### src/hw/rtl/sld_pkg.sv
// Shared types, result codes and constants of the sync/length deframer.
package sld_pkg;

   // Result kinds
   localparam logic [1:0] KIND_PAYLOAD = 2'd0;
   localparam logic [1:0] KIND_END     = 2'd1;
   localparam logic [1:0] KIND_ERROR   = 2'd2;

   // Defaults for the top level parameters and the limit register
   localparam int          LENGTH_BYTES_DEFAULT = 4;
   localparam logic [31:0] MAX_FRAME_RESET      = 32'd65536;

   // Index of the last sync byte
   localparam logic [1:0] SYNC_LAST = 2'd3;

   // Input item as held in the input register
   typedef struct packed {
      logic [7:0] rx_byte;
      logic       restart;
   } item_type;

   // One result item
   typedef struct packed {
      logic [1:0]  kind;
      logic [7:0]  data;
      logic [31:0] frame_length;
   } result_type;

   // Sync word 02 03 04 05, by position
   function automatic logic [7:0] sync_byte(input logic [1:0] idx);
      logic [7:0] val;
      case (idx)
         2'd0:    val = 8'h02;
         2'd1:    val = 8'h03;
         2'd2:    val = 8'h04;
         default: val = 8'h05;
      endcase
      return val;
   endfunction

endpackage

### src/hw/rtl/sld_in_stage.sv
// Input register of the deframer with its stall generation.
module sld_in_stage
   import sld_pkg::*;
(
   input  logic       clock,
   input  logic       reset,
   input  logic       req_valid,
   output logic       req_stall,
   input  logic [7:0] req_rx_byte,
   input  logic       req_restart,
   input  logic       advance,
   output logic       item_valid,
   output item_type   item
);

   logic     valid_ff, valid_in;
   item_type item_ff;
   logic     accept;

   // Stall only while a held item cannot move on
   assign req_stall = valid_ff & ~advance;
   assign accept    = req_valid & ~req_stall;

   // Hold, refill or drain the input register
   always_comb begin
      if (accept) begin
         valid_in = 1'b1;
      end else if (advance) begin
         valid_in = 1'b0;
      end else begin
         valid_in = valid_ff;
      end
   end

   always_ff @(posedge clock) begin
      if (reset) begin
         valid_ff <= 1'b0;
      end else begin
         valid_ff <= valid_in;
      end
   end

   // Capture the payload on each transfer
   always_ff @(posedge clock) begin
      if (accept) begin
         item_ff.rx_byte <= req_rx_byte;
         item_ff.restart <= req_restart;
      end
   end

   assign item_valid = valid_ff;
   assign item       = item_ff;

endmodule

### src/hw/rtl/sld_core.sv
// Frame state machine: sync hunt, length capture, payload and tail.
module sld_core
   import sld_pkg::*;
#(
   parameter int LENGTH_BYTES = LENGTH_BYTES_DEFAULT
) (
   input  logic        clock,
   input  logic        reset,
   input  logic        csr_wr_en,
   input  logic [31:0] csr_wr_data,
   input  logic        step,
   input  item_type    item,
   output logic        res_valid,
   output result_type  res
);

   localparam int LenCntW = (LENGTH_BYTES > 1) ? $clog2(LENGTH_BYTES) : 1;
   localparam logic [LenCntW-1:0] LenLast = LenCntW'(LENGTH_BYTES - 1);

   typedef enum logic [1:0] {
      ST_HUNT,
      ST_LENGTH,
      ST_PAYLOAD,
      ST_TAIL
   } state_type;

   state_type         state_ff, state_in;
   logic [1:0]        sync_cnt_ff, sync_cnt_in;
   logic [LenCntW-1:0] len_cnt_ff, len_cnt_in;
   logic [31:0]       length_ff, length_in;
   logic [31:0]       left_ff, left_in;
   logic [31:0]       max_len_ff;

   logic [31:0] shifted;
   logic [31:0] shifted_m1;
   logic        bad_len;
   logic        is_sync0;

   assign shifted    = {length_ff[23:0], item.rx_byte};
   assign shifted_m1 = shifted - 32'd1;
   assign bad_len    = (shifted == 32'd0) || (shifted > max_len_ff);
   assign is_sync0   = (item.rx_byte == sync_byte(2'd0));

   // Next state and result for the held item
   always_comb begin
      state_in    = state_ff;
      sync_cnt_in = sync_cnt_ff;
      len_cnt_in  = len_cnt_ff;
      length_in   = length_ff;
      left_in     = left_ff;
      res_valid   = 1'b0;
      res.kind         = KIND_PAYLOAD;
      res.data         = item.rx_byte;
      res.frame_length = length_ff;

      if (item.restart) begin
         // Drop any partial frame
         state_in    = ST_HUNT;
         sync_cnt_in = 2'd0;
         length_in   = 32'd0;
         left_in     = 32'd0;
      end else begin
         case (state_ff)
            ST_HUNT: begin
               if (item.rx_byte == sync_byte(sync_cnt_ff)) begin
                  if (sync_cnt_ff == SYNC_LAST) begin
                     state_in    = ST_LENGTH;
                     sync_cnt_in = 2'd0;
                     len_cnt_in  = '0;
                     length_in   = 32'd0;
                  end else begin
                     sync_cnt_in = sync_cnt_ff + 2'd1;
                  end
               end else begin
                  sync_cnt_in = is_sync0 ? 2'd1 : 2'd0;
               end
            end
            ST_LENGTH: begin
               length_in  = shifted;
               len_cnt_in = len_cnt_ff + 1'b1;
               if (len_cnt_ff == LenLast) begin
                  if (bad_len) begin
                     state_in         = ST_HUNT;
                     length_in        = 32'd0;
                     left_in          = 32'd0;
                     res_valid        = 1'b1;
                     res.kind         = KIND_ERROR;
                     res.data         = 8'd0;
                     res.frame_length = shifted;
                  end else begin
                     left_in  = shifted_m1;
                     state_in = (shifted_m1 == 32'd0) ? ST_TAIL : ST_PAYLOAD;
                  end
               end
            end
            ST_PAYLOAD: begin
               res_valid = 1'b1;
               left_in   = left_ff - 32'd1;
               if (left_ff == 32'd1) begin
                  state_in = ST_TAIL;
               end
            end
            ST_TAIL: begin
               res_valid   = 1'b1;
               res.kind    = KIND_END;
               state_in    = ST_HUNT;
               sync_cnt_in = 2'd0;
               length_in   = 32'd0;
               left_in     = 32'd0;
            end
            default: begin
               state_in    = ST_HUNT;
               sync_cnt_in = is_sync0 ? 2'd1 : 2'd0;
            end
         endcase
      end
   end

   // Frame state and limit register
   always_ff @(posedge clock) begin
      if (reset) begin
         state_ff    <= ST_HUNT;
         sync_cnt_ff <= 2'd0;
         len_cnt_ff  <= '0;
         length_ff   <= 32'd0;
         left_ff     <= 32'd0;
         max_len_ff  <= MAX_FRAME_RESET;
      end else begin
         if (step) begin
            state_ff    <= state_in;
            sync_cnt_ff <= sync_cnt_in;
            len_cnt_ff  <= len_cnt_in;
            length_ff   <= length_in;
            left_ff     <= left_in;
         end
         if (csr_wr_en) begin
            max_len_ff <= csr_wr_data;
         end
      end
   end

`ifndef SYNTHESIS
   // Payload phase always has bytes still to come
   assert property (@(posedge clock) disable iff (reset)
      state_ff == ST_PAYLOAD |-> left_ff != 32'd0)
      else $error("payload phase with no bytes left");

   // Tail phase has no payload left
   assert property (@(posedge clock) disable iff (reset)
      state_ff == ST_TAIL |-> left_ff == 32'd0)
      else $error("tail phase with bytes left");

   // Sync match count is clear outside the hunt
   assert property (@(posedge clock) disable iff (reset)
      state_ff != ST_HUNT |-> sync_cnt_ff == 2'd0)
      else $error("stale sync count outside hunt");

   // A length error returns to the hunt
   assert property (@(posedge clock) disable iff (reset)
      step && res_valid && res.kind == KIND_ERROR |=> state_ff == ST_HUNT)
      else $error("no return to hunt after length error");
`endif

endmodule

### src/hw/rtl/sld_out_stage.sv
// Result register of the deframer.
module sld_out_stage
   import sld_pkg::*;
(
   input  logic        clock,
   input  logic        reset,
   input  logic        load,
   input  result_type  res,
   output logic        ready,
   output logic        rsp_valid,
   input  logic        rsp_stall,
   output logic [1:0]  rsp_kind,
   output logic [7:0]  rsp_data,
   output logic [31:0] rsp_frame_length
);

   logic       valid_ff, valid_in;
   result_type res_ff;

   // Free when empty or when the held result leaves this cycle
   assign ready = ~valid_ff | ~rsp_stall;

   always_comb begin
      if (load) begin
         valid_in = 1'b1;
      end else if (~rsp_stall) begin
         valid_in = 1'b0;
      end else begin
         valid_in = valid_ff;
      end
   end

   always_ff @(posedge clock) begin
      if (reset) begin
         valid_ff <= 1'b0;
      end else begin
         valid_ff <= valid_in;
      end
   end

   // Capture a new result
   always_ff @(posedge clock) begin
      if (load) begin
         res_ff <= res;
      end
   end

   assign rsp_valid        = valid_ff;
   assign rsp_kind         = res_ff.kind;
   assign rsp_data         = res_ff.data;
   assign rsp_frame_length = res_ff.frame_length;

endmodule

### src/hw/rtl/sync_length_deframer_unit.sv
// A byte waits in the input register, passes the frame state machine and its result is
// held in the result register, which drives the outputs; an output stall holds it back.
// Throughput: one byte per cycle while the output does not stall.
// The input register can still take a byte while a finished result waits on the output, if it is empty.
// Reset (synchronous): returns to the sync hunt, clears length and count,
// and sets the frame length limit to 65536.
module sync_length_deframer_unit
   import sld_pkg::*;
#(
   parameter int LENGTH_BYTES = LENGTH_BYTES_DEFAULT
) (
   input  logic        clock,
   input  logic        reset,
   input  logic        req_valid,
   output logic        req_stall,
   input  logic [7:0]  req_rx_byte,
   input  logic        req_restart,
   output logic        rsp_valid,
   input  logic        rsp_stall,
   output logic [1:0]  rsp_kind,
   output logic [7:0]  rsp_data,
   output logic [31:0] rsp_frame_length,
   input  logic        csr_wr_en,
   input  logic [31:0] csr_wr_data
);

   logic       item_valid;
   item_type   item;
   logic       out_ready;
   logic       advance;
   logic       res_valid;
   result_type res;

   // Move the held byte through the state machine when the output can take it
   assign advance = item_valid & out_ready;

   sld_in_stage u_in (
      .clock       (clock),
      .reset       (reset),
      .req_valid   (req_valid),
      .req_stall   (req_stall),
      .req_rx_byte (req_rx_byte),
      .req_restart (req_restart),
      .advance     (advance),
      .item_valid  (item_valid),
      .item        (item)
   );

   sld_core #(
      .LENGTH_BYTES (LENGTH_BYTES)
   ) u_core (
      .clock       (clock),
      .reset       (reset),
      .csr_wr_en   (csr_wr_en),
      .csr_wr_data (csr_wr_data),
      .step        (advance),
      .item        (item),
      .res_valid   (res_valid),
      .res         (res)
   );

   sld_out_stage u_out (
      .clock            (clock),
      .reset            (reset),
      .load             (advance & res_valid),
      .res              (res),
      .ready            (out_ready),
      .rsp_valid        (rsp_valid),
      .rsp_stall        (rsp_stall),
      .rsp_kind         (rsp_kind),
      .rsp_data         (rsp_data),
      .rsp_frame_length (rsp_frame_length)
   );

endmodule
### config.mk
export PLATFORM = sky130hd
export DESIGN_NAME = sync_length_deframer_unit
export DESIGN_NICKNAME = d
export VERILOG_FILES = /design/src/hw/rtl/sld_pkg.sv /design/src/hw/rtl/sld_in_stage.sv /design/src/hw/rtl/sld_core.sv /design/src/hw/rtl/sld_out_stage.sv /design/src/hw/rtl/sync_length_deframer_unit.sv
export SDC_FILE = /design/constraint.sdc
export NUM_CORES = 1
export LEC_CHECK = 0
export CORE_ASPECT_RATIO = 0.75
export CORE_MARGIN = 2
export CORE_UTILIZATION = 40
export CTS_CLUSTER_SIZE = 28
export DETAILED_ROUTE_END_ITERATION = 16
export DONT_BUFFER_PORTS = 1
export GPL_ROUTABILITY_DRIVEN = 0
export SLEW_MARGIN = 0
export SYNTH_ARGS = -nofsm -noshare
export SYNTH_HDL_FRONTEND = slang
export SYNTH_SLANG_ARGS = --single-unit
### constraint.sdc
create_clock -name clock -period 3.5 [get_ports clock]
set_input_delay 0.175 -clock clock [delete_from_list [all_inputs] [get_ports clock]]
set_output_delay 0.175 -clock clock [all_outputs]
set_load 0.005 [all_outputs]
Word-level counts from Yosys, hierarchy flattened:

Cells that the tools add are included.

* flip-flop bits (word level): 155
* input port bits: 46
* output and inout port bits: 44
* word-level logic and storage cells: 103

* add/subtract/negate cells: 4
* order comparisons: 1
* eq/ne operators: 17
* multiplexer cells: 42
* bitwise gates (word level): 10
* reduce and logical (&&, ||, !) cells: 16

Operators with widths (count)
* two-way mux 32 bit: 8
* case mux 32 bit (3 select lines): 2
* two-way mux 42 bit: 2
* two-way mux 40 bit: 2
* zero test 32 bit: 2
* subtractor 32 x 1 -> 32 bit, second input constant: 2
* equality test 32 x 1 -> 1 bit, second input constant: 1
* > comparator 32 bit: 1
* two-way mux 2 bit: 11
* two-way mux 8 bit: 2
* != test 3 x 2 -> 1 bit, second input constant: 4
* case mux 2 bit (2 select lines): 3
* equality test 2 bit, second input constant: 5
* AND reduction 5 bit: 2
* two-way mux 1 bit: 9
* case mux 3 bit (3 select lines): 1
* equality test 8 x 2 -> 1 bit, second input constant: 1
* equality test 8 bit: 1
* case mux 2 bit (4 select lines): 1
* nonzero test 4 bit: 2
* != test 2 x 1 -> 1 bit, second input constant: 3
* inverter 1 bit: 5
* adder 2 x 1 -> 2 bit, second input constant: 2
* bitwise AND 1 bit: 4
* other kinds (11): 14

Longest topological paths before layout:

* depth in word-level cells: 8
* depth in mapped cells: 11
* depth with buffers taken out: 9

Cells and area by module:

Synthesis repeated with hierarchy kept, for this count alone.

* cell total of the unflattened synthesis: 896
* area, all modules: 8321.7 µm²

By module, submodules not included
* sld_core: instances 1, cells an instance 835, area an instance 6695.2 µm², seq. area each 2042.0 µm²
* sld_out_stage: instances 1, cells an instance 46, area an instance 1293.7 µm², seq. area each 1281.2 µm²
* sld_in_stage: instances 1, cells an instance 13, area an instance 320.3 µm², seq. area each 290.3 µm²
* sync_length_deframer_unit: instances 1, cells an instance 2, area an instance 12.5 µm², seq. area each 0.0 µm²

Worst setup path after synthesis:

No wires, ideal clock.

* kind: register to register
* start point: register u_in.item_ff (netlist bit u_in.item[2])
* end point: register u_out.res_ff (netlist bit u_out.rsp_data[0]) (enable)
* arrival: 3.187 ns
* setup slack: -0.090 ns
* stages on the path, launching flop included: 10
* buffers on the path: 1
* cell sequence: edfxtp_1 > clkbuf_1 > inv_1 > ha_1 > nor3b_1 > nand4_1 > nor2_1 > nand3_2 > o211ai_1 > and3_1

* cells in the longest elaborated chain, start to end: 7

RTL lines
* start: declaration: RTL line sld_in_stage.sv:17 `item_type item_ff;`
* > comparator 32 bit or zero test 32 bit (tied branches): RTL line sld_core.sv:41 `assign bad_len = (shifted == 32'd0) || (shifted > max_len_ff);`
* logical OR 1 bit (*): RTL line sld_core.sv:41
* two-way mux 1 bit (*): RTL line sld_core.sv:82 `if (bad_len) begin`
* two-way mux 1 bit (*): RTL line sld_core.sv:81 `if (len_cnt_ff == LenLast) begin`
* case mux 1 bit (2 select lines) (*): RTL line sld_core.sv:63 `case (state_ff)`
* two-way mux 1 bit (*): RTL line sld_core.sv:56 `if (item.restart) begin`
* bitwise AND 1 bit (*): RTL line sync_length_deframer_unit.sv:65 `.load (advance & res_valid),`
* net u_out.load: RTL line sld_out_stage.sv:7 `input logic load,`
* end signal: assignment: RTL line sld_out_stage.sv:44 `res_ff <= res;`
* end: declaration: RTL line sld_out_stage.sv:18 `result_type res_ff;`

The timed path passes the listed nets; every way through them passes the cells marked *.
A chain may end at the register's enable or synchronous reset.

==> run metrics <==
First DRT Iteration DRCs 787; final net count around 1.1k; full die area ~22000 um^2; Root Driver clkbuf_16; Pint 3070 uW; critical path startpoint category flip-flop; most used flip-flop cell after synthesis dfxtp_1; CTS tree yes; crit path max fanout 22; remaining global-route overflow 0; die width between 150 and 200 um; total number of vias 7169; WP data arrival 3260 ps; setup TNS 0 ps; met3 WL around 1.9 mm; Gate power share 10.1%; WL final 25.3 mm; Seq/Total Area, Yosys a little over two fifths; Clk pin slew, worst setup/hold paths 70 ps; CP Class reg -> reg; Reg power frac ~46%; core region area 21000 um^2; I/O pin cnt 90; Max Used Layer met4; Area contributors post-synth dfxtp_1, edfxtp_1, ha_1; Post-synth EDFFs 51; initial antenna violation count 1; met1 WL 12.1 mm; area share of the largest cell type after synthesis 24.6%; worst hold path class in -> reg; CTS max path bufs 2; Port Buf Inserts 0; fmax 325 MHz; FFs w/ async S/R, synth 0%; RSZ-0062 raised after global routing no; CP endpoint kind flip-flop; setup clock skew after layout 13.6 ps; fin crit share 87.9%; switching share of power 26.4%; layout cells sized above 1 between 10% and 20%; Final Hold Viols 0; vias per cell 5.66; met2 WL approximately 11 mm; largest area contributor in the netlist dfxtp_1; Wirelength per Cell 20.0 um; dpl cells 1159; Pins Over Slew Limit 0; MaxCap Viol Count 0; clk sinks 155; post-synthesis cell count 893; Max IR drop VDD 247 uV; Ys Warns 0; Initial Util 40.5%; htree depth 4; Die Span Y 130 um; remaining antenna violation count after routing 0; largest net degree at the start of global routing 49; synthesis-to-layout area growth 20.6%; clock latency on the worst-skew pair 440 ps; status finished, final reports clean; Avg Inst Size Synth 9.50 um^2; Clock power frac 43.9%; Critical Path RT roughly 3700 ps; Cell variety after synth 69; dpl hpwl 16.9 mm; DRC 0; fin crit period 3080 ps; Psw 1100 uW; number of global-route vias before repair 6853; Tot GR Track Use 23.4%; n_diodes 0; placement row count 46; Tightest Pin Transition 972 ps; normalized max-slew margin 35.1%; total iterations of the first detailed-routing run 5; synthesized area around 8500 um^2; Finished Layout Cells 1266; Syn Nets 986; global-route wire length before repair 39.6 mm; # fillers 1985; CTS Buf Count 17; # setup viols final 0; PwrDens 408 nW/um^2; Lkg Pwr 0.00400 uW; #FFs+latches synth 155
timing repair:
| item | CTS | global route |
|---|---|---|
| endpoints found under the hold margin | 60 | 0 |
| resized for setup | 0 | 0 |
| hold buffers | 75 | 0 |
| setup buffers | 0 | 0 |
layout by cell type, fill, tap and decap left out, types with 6 or more instances in the layout:
master / n
nand2_1: 49
a22oi_1: 6
mux2_2: 31
nand3_1: 17
buf_4: 42
o21ai_0: 46
inv_1: 46
o211ai_1: 8
xnor2_1: 21
edfxtp_1: 51
nand4_1: 12
or4_1: 10
xor2_1: 10
dlygate4sd3_1: 74
nor2b_1: 10
mux2i_1: 32
nor3_1: 30
clkbuf_16: 18
dfxtp_1: 104
nor4b_1: 7
a21oi_1: 48
ha_1: 47
a32o_1: 32
nor4_1: 25
or3_1: 13
nor2_1: 77
o22ai_1: 18
critical path, cell delays in order (launching register included):
cell	delay, ps
edfxtp_1	530
nor4_1	540
nand4_1	240
nor2_1	240
nand3_2	240
a211oi_4	310
buf_4	320
mux2_2	390
cell usage after synthesis (21+ instances only):
library cell	instances
nor3_1	30
mux2i_1	32
a21oi_1	48
clkbuf_1	48
a32o_1	32
dfxtp_1	104
nor4_1	25
mux2_2	31
inv_1	46
o21ai_0	46
nand2_1	49
xnor2_1	21
ha_1	47
edfxtp_1	51
nor2_1	79
path summary, 6_finish.rpt:
check	start	slack (ps)	depth (start not counted)	to
min	reset	50	3	u_core.left_ff[19]$_SDFFE_PP0P_
max	u_in.item[6]$_DFFE_PP_	420	7	u_out.rsp_frame_length[11]$_DFFE_PP_
min reg2reg	u_core.length_ff[29]$_SDFFE_PP0P_	470	1	u_core.length_ff[29]$_SDFFE_PP0P_
max reg2reg	u_in.item[6]$_DFFE_PP_	420	7	u_out.rsp_frame_length[11]$_DFFE_PP_
per-stage QoR:
step / instance area (um^2) / hold slack (ps) / utilization (%) / power [uW] / setup WS (ps)
CTS: 10200 / 22.2 / 48.8 / 4180 / 438
global route: 10200 / 35.4 / 48.8 / 4330 / 220
floorplan: 8480 / 274 / - / 2200 / 356
finish: 10200 / 45.1 / 48.8 / 4170 / 422
global placement: 8900 / 266 / 42.5 / 2270 / 464
detailed placement: 8900 / 270 / 42.5 / 2280 / 440
cell families (layout without fill, tap and decap cells):
family	after synthesis	count (layout)	share of synthesized area, %
AND/OR/NAND/NOR	286	286	17.8
buffers and inverters	111	196	5.43
multiplexers	63	63	7.89
adder cells (fa/ha/maj)	47	47	6.93
XOR/XNOR	31	31	3.20
AO/OA/AOI/OAI	200	200	16.2
flip-flops	155	155	42.6
metal layers:
| metal | global-route usage (%) | up-vias |
|---|---|---|
| li1 | - | 3466 |
| met1 | 33.7 | 3440 |
| met5 | 0 | - |
| met3 | 6.64 | 26 |
| met2 | 34.1 | 237 |
| met4 | 6.57 | 0 |
power groups by stage:
stage          Clock, uW  Combinational [uW]  Sequential, uW
2_1_floorplan          0                 254            1940
3_3_place_gp           0                 317            1960
3_5_place_dp           0                 318            1960
4_1_cts             1850                 411            1920
5_1_grt             1940                 464            1920
6_report            1830                 422            1920
area by class of cell:
type                            instances  area (um^2)  area share [%]
Multi-Input combinational cell        627         4420            43.2
Sequential cell                       155         3610            35.3
Timing Repair Buffer                  118         1100            10.7
Clock buffer                           21          472            4.61
Tap cell                              288          360            3.52
Inverter                               46          173            1.69
Clock inverter                         11         91.3           0.893
registers in the layout (all words and copies together) (netlist names), 8 cells and up:
register	count
u_out.rsp_data	8
u_out.rsp_frame_length	32
u_in.item	9
u_core.left_ff	32
u_core.length_ff	32
u_core.max_len_ff	32
Power figures use the tool's default switching activity.
